`src/hw/rtl/sbalu_pkg.sv`:
```
// package for the sixteen bit alu with flags
// operation codes, port field widths and the control word that rides the pipeline
// no dependencies
package sbalu_pkg;

	localparam int SBALU_DATA_WIDTH = 16;
	localparam int KIND_W = 4;
	localparam int FLAG_W = 6;

	localparam logic [KIND_W-1:0] KIND_ADD = 4'd0;
	localparam logic [KIND_W-1:0] KIND_SUB = 4'd1;
	localparam logic [KIND_W-1:0] KIND_MUL = 4'd2;
	localparam logic [KIND_W-1:0] KIND_DIV = 4'd3;
	localparam logic [KIND_W-1:0] KIND_AND = 4'd4;
	localparam logic [KIND_W-1:0] KIND_OR  = 4'd5;
	localparam logic [KIND_W-1:0] KIND_XOR = 4'd6;
	localparam logic [KIND_W-1:0] KIND_NOT = 4'd7;
	localparam logic [KIND_W-1:0] KIND_SHL = 4'd8;
	localparam logic [KIND_W-1:0] KIND_SHR = 4'd9;

	typedef struct packed {
		logic valid;
		logic ok;
		logic is_div;
		logic neg_q;
		logic neg_r;
		logic dz;
		logic cf;
		logic vf;
	} alu_ctrl_t;

endpackage

```
`src/hw/rtl/sbalu_front.sv`:
```
// decode stage: computes every non-division result and the division magnitudes
// depends on sbalu_pkg
module sbalu_front import sbalu_pkg::*; #(
	parameter int DATA_WIDTH = SBALU_DATA_WIDTH
) (
	input  logic                  clk,
	input  logic                  arst_n,
	input  logic                  en,
	input  logic                  in_valid,
	input  logic [KIND_W-1:0]     kind,
	input  logic [DATA_WIDTH-1:0] operand_a,
	input  logic [DATA_WIDTH-1:0] operand_b,
	output logic [DATA_WIDTH-1:0] dq_s1,
	output logic [DATA_WIDTH-1:0] mb_s1,
	output logic [DATA_WIDTH-1:0] res_s1,
	output alu_ctrl_t             ctrl_s1
);

	localparam int HALF = DATA_WIDTH / 2;

	logic [DATA_WIDTH-1:0]        bb;
	logic [DATA_WIDTH:0]          sum;
	logic signed [HALF-1:0]       ha;
	logic signed [HALF-1:0]       hb;
	logic signed [DATA_WIDTH-1:0] prod;
	logic                         sa;
	logic                         sb;
	logic [DATA_WIDTH-1:0]        ma;
	logic [DATA_WIDTH-1:0]        mb;
	logic [DATA_WIDTH-1:0]        res_n;
	alu_ctrl_t                    ctrl_n;

	always_comb begin
		bb   = (kind == KIND_SUB) ? DATA_WIDTH'(~operand_b + 1'b1) : operand_b;
		sum  = {1'b0, operand_a} + {1'b0, bb};
		ha   = operand_a[HALF-1:0];
		hb   = operand_b[HALF-1:0];
		prod = DATA_WIDTH'(ha) * DATA_WIDTH'(hb);
		sa   = operand_a[DATA_WIDTH-1];
		sb   = operand_b[DATA_WIDTH-1];
		ma   = sa ? DATA_WIDTH'(~operand_a + 1'b1) : operand_a;
		mb   = sb ? DATA_WIDTH'(~operand_b + 1'b1) : operand_b;

		res_n  = '0;
		ctrl_n = '0;
		ctrl_n.valid = in_valid;
		ctrl_n.ok    = 1'b1;
		case (kind)
			KIND_ADD, KIND_SUB: begin
				res_n     = sum[DATA_WIDTH-1:0];
				ctrl_n.cf = sum[DATA_WIDTH];
				ctrl_n.vf = (operand_a[DATA_WIDTH-1] ^ sum[DATA_WIDTH-1])
					& (bb[DATA_WIDTH-1] ^ sum[DATA_WIDTH-1]);
			end
			KIND_MUL: res_n = prod;
			KIND_DIV: begin
				// operand a rides along for the divide by zero case
				res_n         = operand_a;
				ctrl_n.is_div = 1'b1;
				ctrl_n.neg_q  = sa ^ sb;
				ctrl_n.neg_r  = sa;
				ctrl_n.dz     = (operand_b == '0);
			end
			KIND_AND: res_n = operand_a & operand_b;
			KIND_OR:  res_n = operand_a | operand_b;
			KIND_XOR: res_n = operand_a ^ operand_b;
			KIND_NOT: res_n = ~operand_a;
			KIND_SHL: res_n = {operand_a[DATA_WIDTH-2:0], 1'b0};
			KIND_SHR: res_n = {1'b0, operand_a[DATA_WIDTH-1:1]};
			default:  ctrl_n.ok = 1'b0;
		endcase
	end

	always_ff @(posedge clk or negedge arst_n) begin
		if (!arst_n) begin
			ctrl_s1 <= '0;
		end else if (en) begin
			ctrl_s1 <= ctrl_n;
		end
	end

	always_ff @(posedge clk) begin
		if (en) begin
			dq_s1  <= ma;
			mb_s1  <= mb;
			res_s1 <= res_n;
		end
	end

endmodule

```
`src/hw/rtl/sbalu_cell.sv`:
```
// one restoring division step, one quotient bit per cell, registered
// depends on sbalu_pkg
module sbalu_cell import sbalu_pkg::*; #(
	parameter int DATA_WIDTH = SBALU_DATA_WIDTH
) (
	input  logic                  clk,
	input  logic                  arst_n,
	input  logic                  en,
	input  logic [DATA_WIDTH-1:0] rem_in,
	input  logic [DATA_WIDTH-1:0] dq_in,
	input  logic [DATA_WIDTH-1:0] mb_in,
	input  logic [DATA_WIDTH-1:0] res_in,
	input  alu_ctrl_t             ctrl_in,
	output logic [DATA_WIDTH-1:0] rem_q,
	output logic [DATA_WIDTH-1:0] dq_q,
	output logic [DATA_WIDTH-1:0] mb_q,
	output logic [DATA_WIDTH-1:0] res_q,
	output alu_ctrl_t             ctrl_q
);

	logic [DATA_WIDTH-1:0] shifted;
	logic [DATA_WIDTH:0]   diff;
	logic                  ge;

	// partial remainder stays below the divisor, so its top bit is always clear
	always_comb begin
		shifted = {rem_in[DATA_WIDTH-2:0], dq_in[DATA_WIDTH-1]};
		diff    = {1'b0, shifted} - {1'b0, mb_in};
		ge      = ~diff[DATA_WIDTH];
	end

	always_ff @(posedge clk or negedge arst_n) begin
		if (!arst_n) begin
			ctrl_q <= '0;
		end else if (en) begin
			ctrl_q <= ctrl_in;
		end
	end

	always_ff @(posedge clk) begin
		if (en) begin
			rem_q <= ge ? diff[DATA_WIDTH-1:0] : shifted;
			dq_q  <= {dq_in[DATA_WIDTH-2:0], ge};
			mb_q  <= mb_in;
			res_q <= res_in;
		end
	end

endmodule

```
`src/hw/rtl/sbalu_back.sv`:
```
// output stage: sign fixup of quotient and remainder, flags, output register
// depends on sbalu_pkg
module sbalu_back import sbalu_pkg::*; #(
	parameter int DATA_WIDTH = SBALU_DATA_WIDTH,
	parameter int TDATA_W    = ((2 * DATA_WIDTH + 7) / 8) * 8
) (
	input  logic                  clk,
	input  logic                  arst_n,
	input  logic                  en,
	input  logic [DATA_WIDTH-1:0] rem_in,
	input  logic [DATA_WIDTH-1:0] quo_in,
	input  logic [DATA_WIDTH-1:0] res_in,
	input  alu_ctrl_t             ctrl_in,
	output logic                  m_tvalid,
	output logic [TDATA_W-1:0]    m_tdata,
	output logic [FLAG_W-1:0]     m_tuser
);

	logic [DATA_WIDTH-1:0] res_f;
	logic [DATA_WIDTH-1:0] rem_f;
	logic                  zero_f;
	logic                  neg_f;

	always_comb begin
		res_f = res_in;
		rem_f = '0;
		if (ctrl_in.is_div) begin
			if (ctrl_in.dz) begin
				res_f = '1;
				rem_f = res_in;
			end else begin
				res_f = ctrl_in.neg_q ? DATA_WIDTH'(~quo_in + 1'b1) : quo_in;
				rem_f = ctrl_in.neg_r ? DATA_WIDTH'(~rem_in + 1'b1) : rem_in;
			end
		end
		zero_f = ctrl_in.ok & (res_f == '0);
		neg_f  = ctrl_in.ok & res_f[DATA_WIDTH-1];
	end

	always_ff @(posedge clk or negedge arst_n) begin
		if (!arst_n) begin
			m_tvalid <= 1'b0;
		end else if (en) begin
			m_tvalid <= ctrl_in.valid;
		end
	end

	always_ff @(posedge clk) begin
		if (en && ctrl_in.valid) begin
			m_tdata <= TDATA_W'({rem_f, res_f});
			m_tuser <= {ctrl_in.dz, ctrl_in.vf, ctrl_in.cf, neg_f, zero_f, ctrl_in.is_div};
		end
	end

endmodule

```
`src/hw/rtl/sixteen_bit_alu_with_flags.sv`:
```
// top level of the sixteen bit alu with flags
// decode stage, a row of division cells and the output stage
// depends on sbalu_pkg, sbalu_front, sbalu_cell, sbalu_back
//
// usage:
// input beats carry the operation code on s_tuser and both operands on s_tdata;
// output beats carry result and remainder on m_tdata and six flags on m_tuser.
// every operation goes through the same pipeline: one decode stage, one
// division cell per data bit, then one output register that holds the output beat.
// one beat is accepted per cycle while the receiver does not stall; the rate is
// set by the division cells, each producing one quotient bit and handing its
// partial remainder to the next.
// when the receiver stalls, the whole pipeline holds and s_tready drops in the
// same cycle; no beat is lost or repeated.
// reset clears every valid bit, so the pipeline starts empty and m_tvalid low.
// unused operation codes give an all-zero output beat.
module sixteen_bit_alu_with_flags import sbalu_pkg::*; #(
	parameter int DATA_WIDTH = SBALU_DATA_WIDTH,
	parameter int TDATA_W    = ((2 * DATA_WIDTH + 7) / 8) * 8
) (
	input  logic               clk,
	input  logic               arst_n,
	input  logic               s_tvalid,
	output logic               s_tready,
	input  logic [TDATA_W-1:0] s_tdata,  // operand_a, operand_b, zero pad
	input  logic [KIND_W-1:0]  s_tuser,  // kind
	output logic               m_tvalid,
	input  logic               m_tready,
	output logic [TDATA_W-1:0] m_tdata,  // result, remainder, zero pad
	output logic [FLAG_W-1:0]  m_tuser   // remainder_valid, result_zero, negative_flag,
	                                     // carry_flag, signed_overflow, div_by_zero
);

	logic en;

	logic [DATA_WIDTH-1:0] rem_w  [DATA_WIDTH+1];
	logic [DATA_WIDTH-1:0] dq_w   [DATA_WIDTH+1];
	logic [DATA_WIDTH-1:0] mb_w   [DATA_WIDTH+1];
	logic [DATA_WIDTH-1:0] res_w  [DATA_WIDTH+1];
	alu_ctrl_t             ctrl_w [DATA_WIDTH+1];

	assign en       = ~m_tvalid | m_tready;
	assign s_tready = en;
	assign rem_w[0] = '0;

	sbalu_front #(
		.DATA_WIDTH(DATA_WIDTH)
	) u_front (
		.clk       (clk),
		.arst_n    (arst_n),
		.en        (en),
		.in_valid  (s_tvalid),
		.kind      (s_tuser),
		.operand_a (s_tdata[DATA_WIDTH-1:0]),
		.operand_b (s_tdata[2*DATA_WIDTH-1:DATA_WIDTH]),
		.dq_s1     (dq_w[0]),
		.mb_s1     (mb_w[0]),
		.res_s1    (res_w[0]),
		.ctrl_s1   (ctrl_w[0])
	);

	for (genvar i = 0; i < DATA_WIDTH; i++) begin : g_cell
		sbalu_cell #(
			.DATA_WIDTH(DATA_WIDTH)
		) u_cell (
			.clk     (clk),
			.arst_n  (arst_n),
			.en      (en),
			.rem_in  (rem_w[i]),
			.dq_in   (dq_w[i]),
			.mb_in   (mb_w[i]),
			.res_in  (res_w[i]),
			.ctrl_in (ctrl_w[i]),
			.rem_q   (rem_w[i+1]),
			.dq_q    (dq_w[i+1]),
			.mb_q    (mb_w[i+1]),
			.res_q   (res_w[i+1]),
			.ctrl_q  (ctrl_w[i+1])
		);
	end

	sbalu_back #(
		.DATA_WIDTH(DATA_WIDTH),
		.TDATA_W   (TDATA_W)
	) u_back (
		.clk      (clk),
		.arst_n   (arst_n),
		.en       (en),
		.rem_in   (rem_w[DATA_WIDTH]),
		.quo_in   (dq_w[DATA_WIDTH]),
		.res_in   (res_w[DATA_WIDTH]),
		.ctrl_in  (ctrl_w[DATA_WIDTH]),
		.m_tvalid (m_tvalid),
		.m_tdata  (m_tdata),
		.m_tuser  (m_tuser)
	);

endmodule

```
`config.mk`:
```
export PLATFORM = sky130hd
export DESIGN_NAME = sixteen_bit_alu_with_flags
export DESIGN_NICKNAME = d
export VERILOG_FILES = /design/src/hw/rtl/sbalu_pkg.sv /design/src/hw/rtl/sbalu_front.sv /design/src/hw/rtl/sbalu_cell.sv /design/src/hw/rtl/sbalu_back.sv /design/src/hw/rtl/sixteen_bit_alu_with_flags.sv
export SDC_FILE = /design/constraint.sdc
export NUM_CORES = 2
export LEC_CHECK = 0
export BUFFER_PORTS_ARGS = -buffer_cell sky130_fd_sc_hd__buf_2
export CELL_PAD_IN_SITES_DETAIL_PLACEMENT = 1
export CELL_PAD_IN_SITES_GLOBAL_PLACEMENT = 2
export CORE_MARGIN = 4
export CORE_UTILIZATION = 40
export DETAILED_ROUTE_END_ITERATION = 12
export PLACE_DENSITY = 0.83
export SKIP_LAST_GASP = 1
export SYNTH_ARGS = -nofsm -noshare
export SYNTH_HDL_FRONTEND = slang
export SYNTH_SLANG_ARGS = --single-unit
```
`constraint.sdc`:
```
create_clock -name clk -period 47.2 [get_ports clk]
set_clock_uncertainty 0.05 [all_clocks]
set_input_delay 9.44 -clock clk [delete_from_list [all_inputs] [get_ports clk]]
set_output_delay 9.44 -clock clk [all_outputs]
set_load 0.01 [all_outputs]
```
==> out/results.ini <==
[logic_synthesis]
seq_area_frac_synth_pct=62.8
ys_warn_count=0
synthesis.area_um2=57000
avgSynthCellArea_um2=12.9
synth_edf_count=1079
synth_cells=4434
synthArstFlopShare_pct=11.3
synth.distinct_cells=68
ys.flop_type=edfxtp_1
synth-seq-cells=1216

[routing]
drt_first_pass_iters=7
vias=32800
drc=0
via_per_inst=5.00
detail-route-antenna-nets=0
wl_um=115000
drt_iter0_markers=1593
routedWlPerCell_um=17.5

[cts]
clk_latency_ns=0.73
cts_hold_buf=0
cts_sinks=1216
clockBufferDepth=3
cts_root_buffer=clkbuf_16
post_cts_resized=0
htreeDepth=3
tritoncts=yes
numCtsBuffers=121
cts_setup_buffers=0
clk_pin_slew_ns=0.06

[placed_design]
dp_hpwl_um=81900
post-place-ws_ns=26.72
finalWeightedCongestion=0.852
io_buffer_count=79

[min_path]
min-delay-start=g_cell[4].u_cell.dq_q[6]
hold_path.class=flip-flop to flip-flop

[sta]
hold_viol_final=0
post-route-period-util_pct=43.5
rsz0062_at_grt=no
finalWorstSetupSlack_ns=26.69
finalMaxSlewViolations=0
tightest_slew_ns=1.16
relSlewSlack_pct=22.7
min_period_ns=20.51
setup_violations=0
fmax_mhz=48.8
fin_setup_tns_ns=0

[power]
power.static_leakage_uw=0.0263
switchingPower_uw=1860
p_total_uw=5330
irDropWorstVdd_uv=41.5
combPwrFrac_pct=40.9
power.internal_uw=3470
power_density_nw_per_um2=83.4
power_frac_clock_pct=18.4
swShare_pct=34.9
p_seq_share_pct=40.7

[worst_setup_path]
cp_max_fo=98
cp-end-kind=output pin
required_ns=37.71
critPathKind=input port to output pin
worstSetupStartpointType=input port
setup.worst_path.start=m_tready
reg2reg_from=u_back.m_tvalid
cp.arrival_ns=11.02

[floorplanning]
ios=80
fp.dieW_um=386
initial_core_util_pct=40.3
core_area_um2=142000
dieHeight_um=386
rows=138
fp.dieArea_um2=149000

[global_route]
grt_pass1_wl_um=189000
gr-max-usage-layer=met2
grt_max_degree=189
antenna_found_initial=2
track_usage_pct=15.8
met1_usage_pct=18.7
grt_use_met2_pct=29.6
met3_usage_pct=2.19
grt_pass1_vias=35600
grt-ovfl-total=0

[finish]
layout-drive-gt1-share_pct=10.3
area_growth_syn_to_layout_pct=12.1
fin_nets=5001

[run]
maxCapViolCount=0

[run_status]
outcome=complete, no violations

[critical path: stages]
cell and delay (ns):
buf_2 0.11, nor2b_4 0.10, buf_4 0.56, inv_8 0.38, buf_2 0.31
[sequential cells by signal, summed over array words and instances (netlist names)]
name                  cells
u_back.m_tvalid           1
u_back.m_tdata           32
g_cell.u_cell.rem_q     241
g_cell.u_cell.mb_q      240
u_front.ctrl_s1           8
g_cell.u_cell.ctrl_q    128
g_cell.u_cell.dq_q      256
u_front.res_s1           16
g_cell.u_cell.res_q     256
u_front.mb_s1            16
u_front.dq_s1            16
u_back.m_tuser            6
[layout make-up]
| cell class | instances | area (um^2) |
|---|---|---|
| fill | 14700 | 77700 |
| multi-input combinational | 2696 | 19300 |
| timing repair buffer | 110 | 647 |
| antenna | 2 | 5.00 |
| inverter | 422 | 1590 |
| clock buffer | 136 | 3110 |
| tap | 1890 | 2360 |
| clock inverter | 93 | 1060 |
| sequential | 1216 | 35800 |
[power groups by stage]
stage	Sequential, uW	Clock [uW]	Combinational [uW]
floorplan	2210	0	1690
global placement	2150	0	2090
detailed placement	2200	0	2180
CTS	2180	1010	2210
global route	2230	1060	2460
finish	2170	983	2180
[synthesized netlist by cell type (22+ instances only)]
master       n  area, um^2
nor2_1     280        1050
a21oi_1    186         931
edfxtp_1  1079       32400
fa_1        71        1420
nand2b_1    59         369
nand3_1     25         125
xor2_1      75         657
xnor2_1    178        1560
ha_1       323        4040
a31oi_1     57         357
inv_1      414        1550
dfrtp_1    137        3430
clkbuf_1    89         334
mux2_2     145        1630
mux2i_1     22         220
o21a_1      58         435
o21ai_0    147         736
nor2b_1     61         382
a211oi_1    24         180
and2_1      49         307
or3_1       45         282
nand2_1    569        2140
nor3_1      38         190
a21o_1      52         390
o31ai_1     42         315
[metrics by stage]
stage | hold WS (ns) | cell area [um^2] | util [%] | instances
floorplan | 0.350 | 57100 | - | 4440
global placement | 0.351 | 59700 | 42.2 | 6334
detailed placement | 0.355 | 59700 | 42.2 | 6334
CTS | 0.326 | 63900 | 45.1 | 6563
global route | 0.342 | 63900 | 45.1 | 6563
finish | 0.338 | 63900 | 45.1 | 6565
[cells in the final DEF (no fill, tap or decap), types with 58 or more instances in the layout]
master	instances
edfxtp_1	1079
nand2_1	569
inv_1	414
ha_1	323
nor2_1	280
a21oi_1	186
xnor2_1	178
o21ai_0	147
mux2_2	145
dfrtp_1	137
clkbuf_16	122
buf_2	78
xor2_1	75
fa_1	71
nor2b_1	60
nand2b_1	59
o21a_1	58
[kinds of logic (layout without fill, tap and decap cells)]
family | Yosys count | in the layout | share of synthesized area [%]
XOR/XNOR | 253 | 253 | 3.89
AO/OA/AOI/OAI | 699 | 699 | 7.83
adder cells (fa/ha/maj) | 394 | 394 | 9.58
multiplexers | 167 | 167 | 3.25
AND/OR/NAND/NOR | 1176 | 1176 | 9.14
flip-flops | 1216 | 1216 | 62.8
other | 1 | 9 | 0.00658
buffers and inverters | 528 | 761 | 3.50
[layer usage]
layer | part of all wire [%] | vias to the layer above
met5 | 0 | -
met4 | 2.6 | 0
met3 | 2.8 | 176
met2 | 53 | 418
met1 | 41 | 16200
li1 | - | 16000
[path summary, 6_finish.rpt]
| check | to | slack (ns) | depth (start not counted) |
|---|---|---|---|
| setup / recovery | s_tready | 26.69 | 5 |
| hold / removal | g_cell[5].u_cell.dq_q[7] | 0.34 | 0 |
| setup reg to reg | g_cell[4].u_cell.dq_q[10] | 41.84 | 7 |
| hold reg to reg | g_cell[5].u_cell.dq_q[7] | 0.34 | 0 |
| max in group asynchronous | g_cell[0].u_cell.ctrl_q[4] | 37.00 | 2 |
| min in group asynchronous | g_cell[11].u_cell.ctrl_q[1] | 8.63 | 1 |
(Power assumes the default switching activity.)
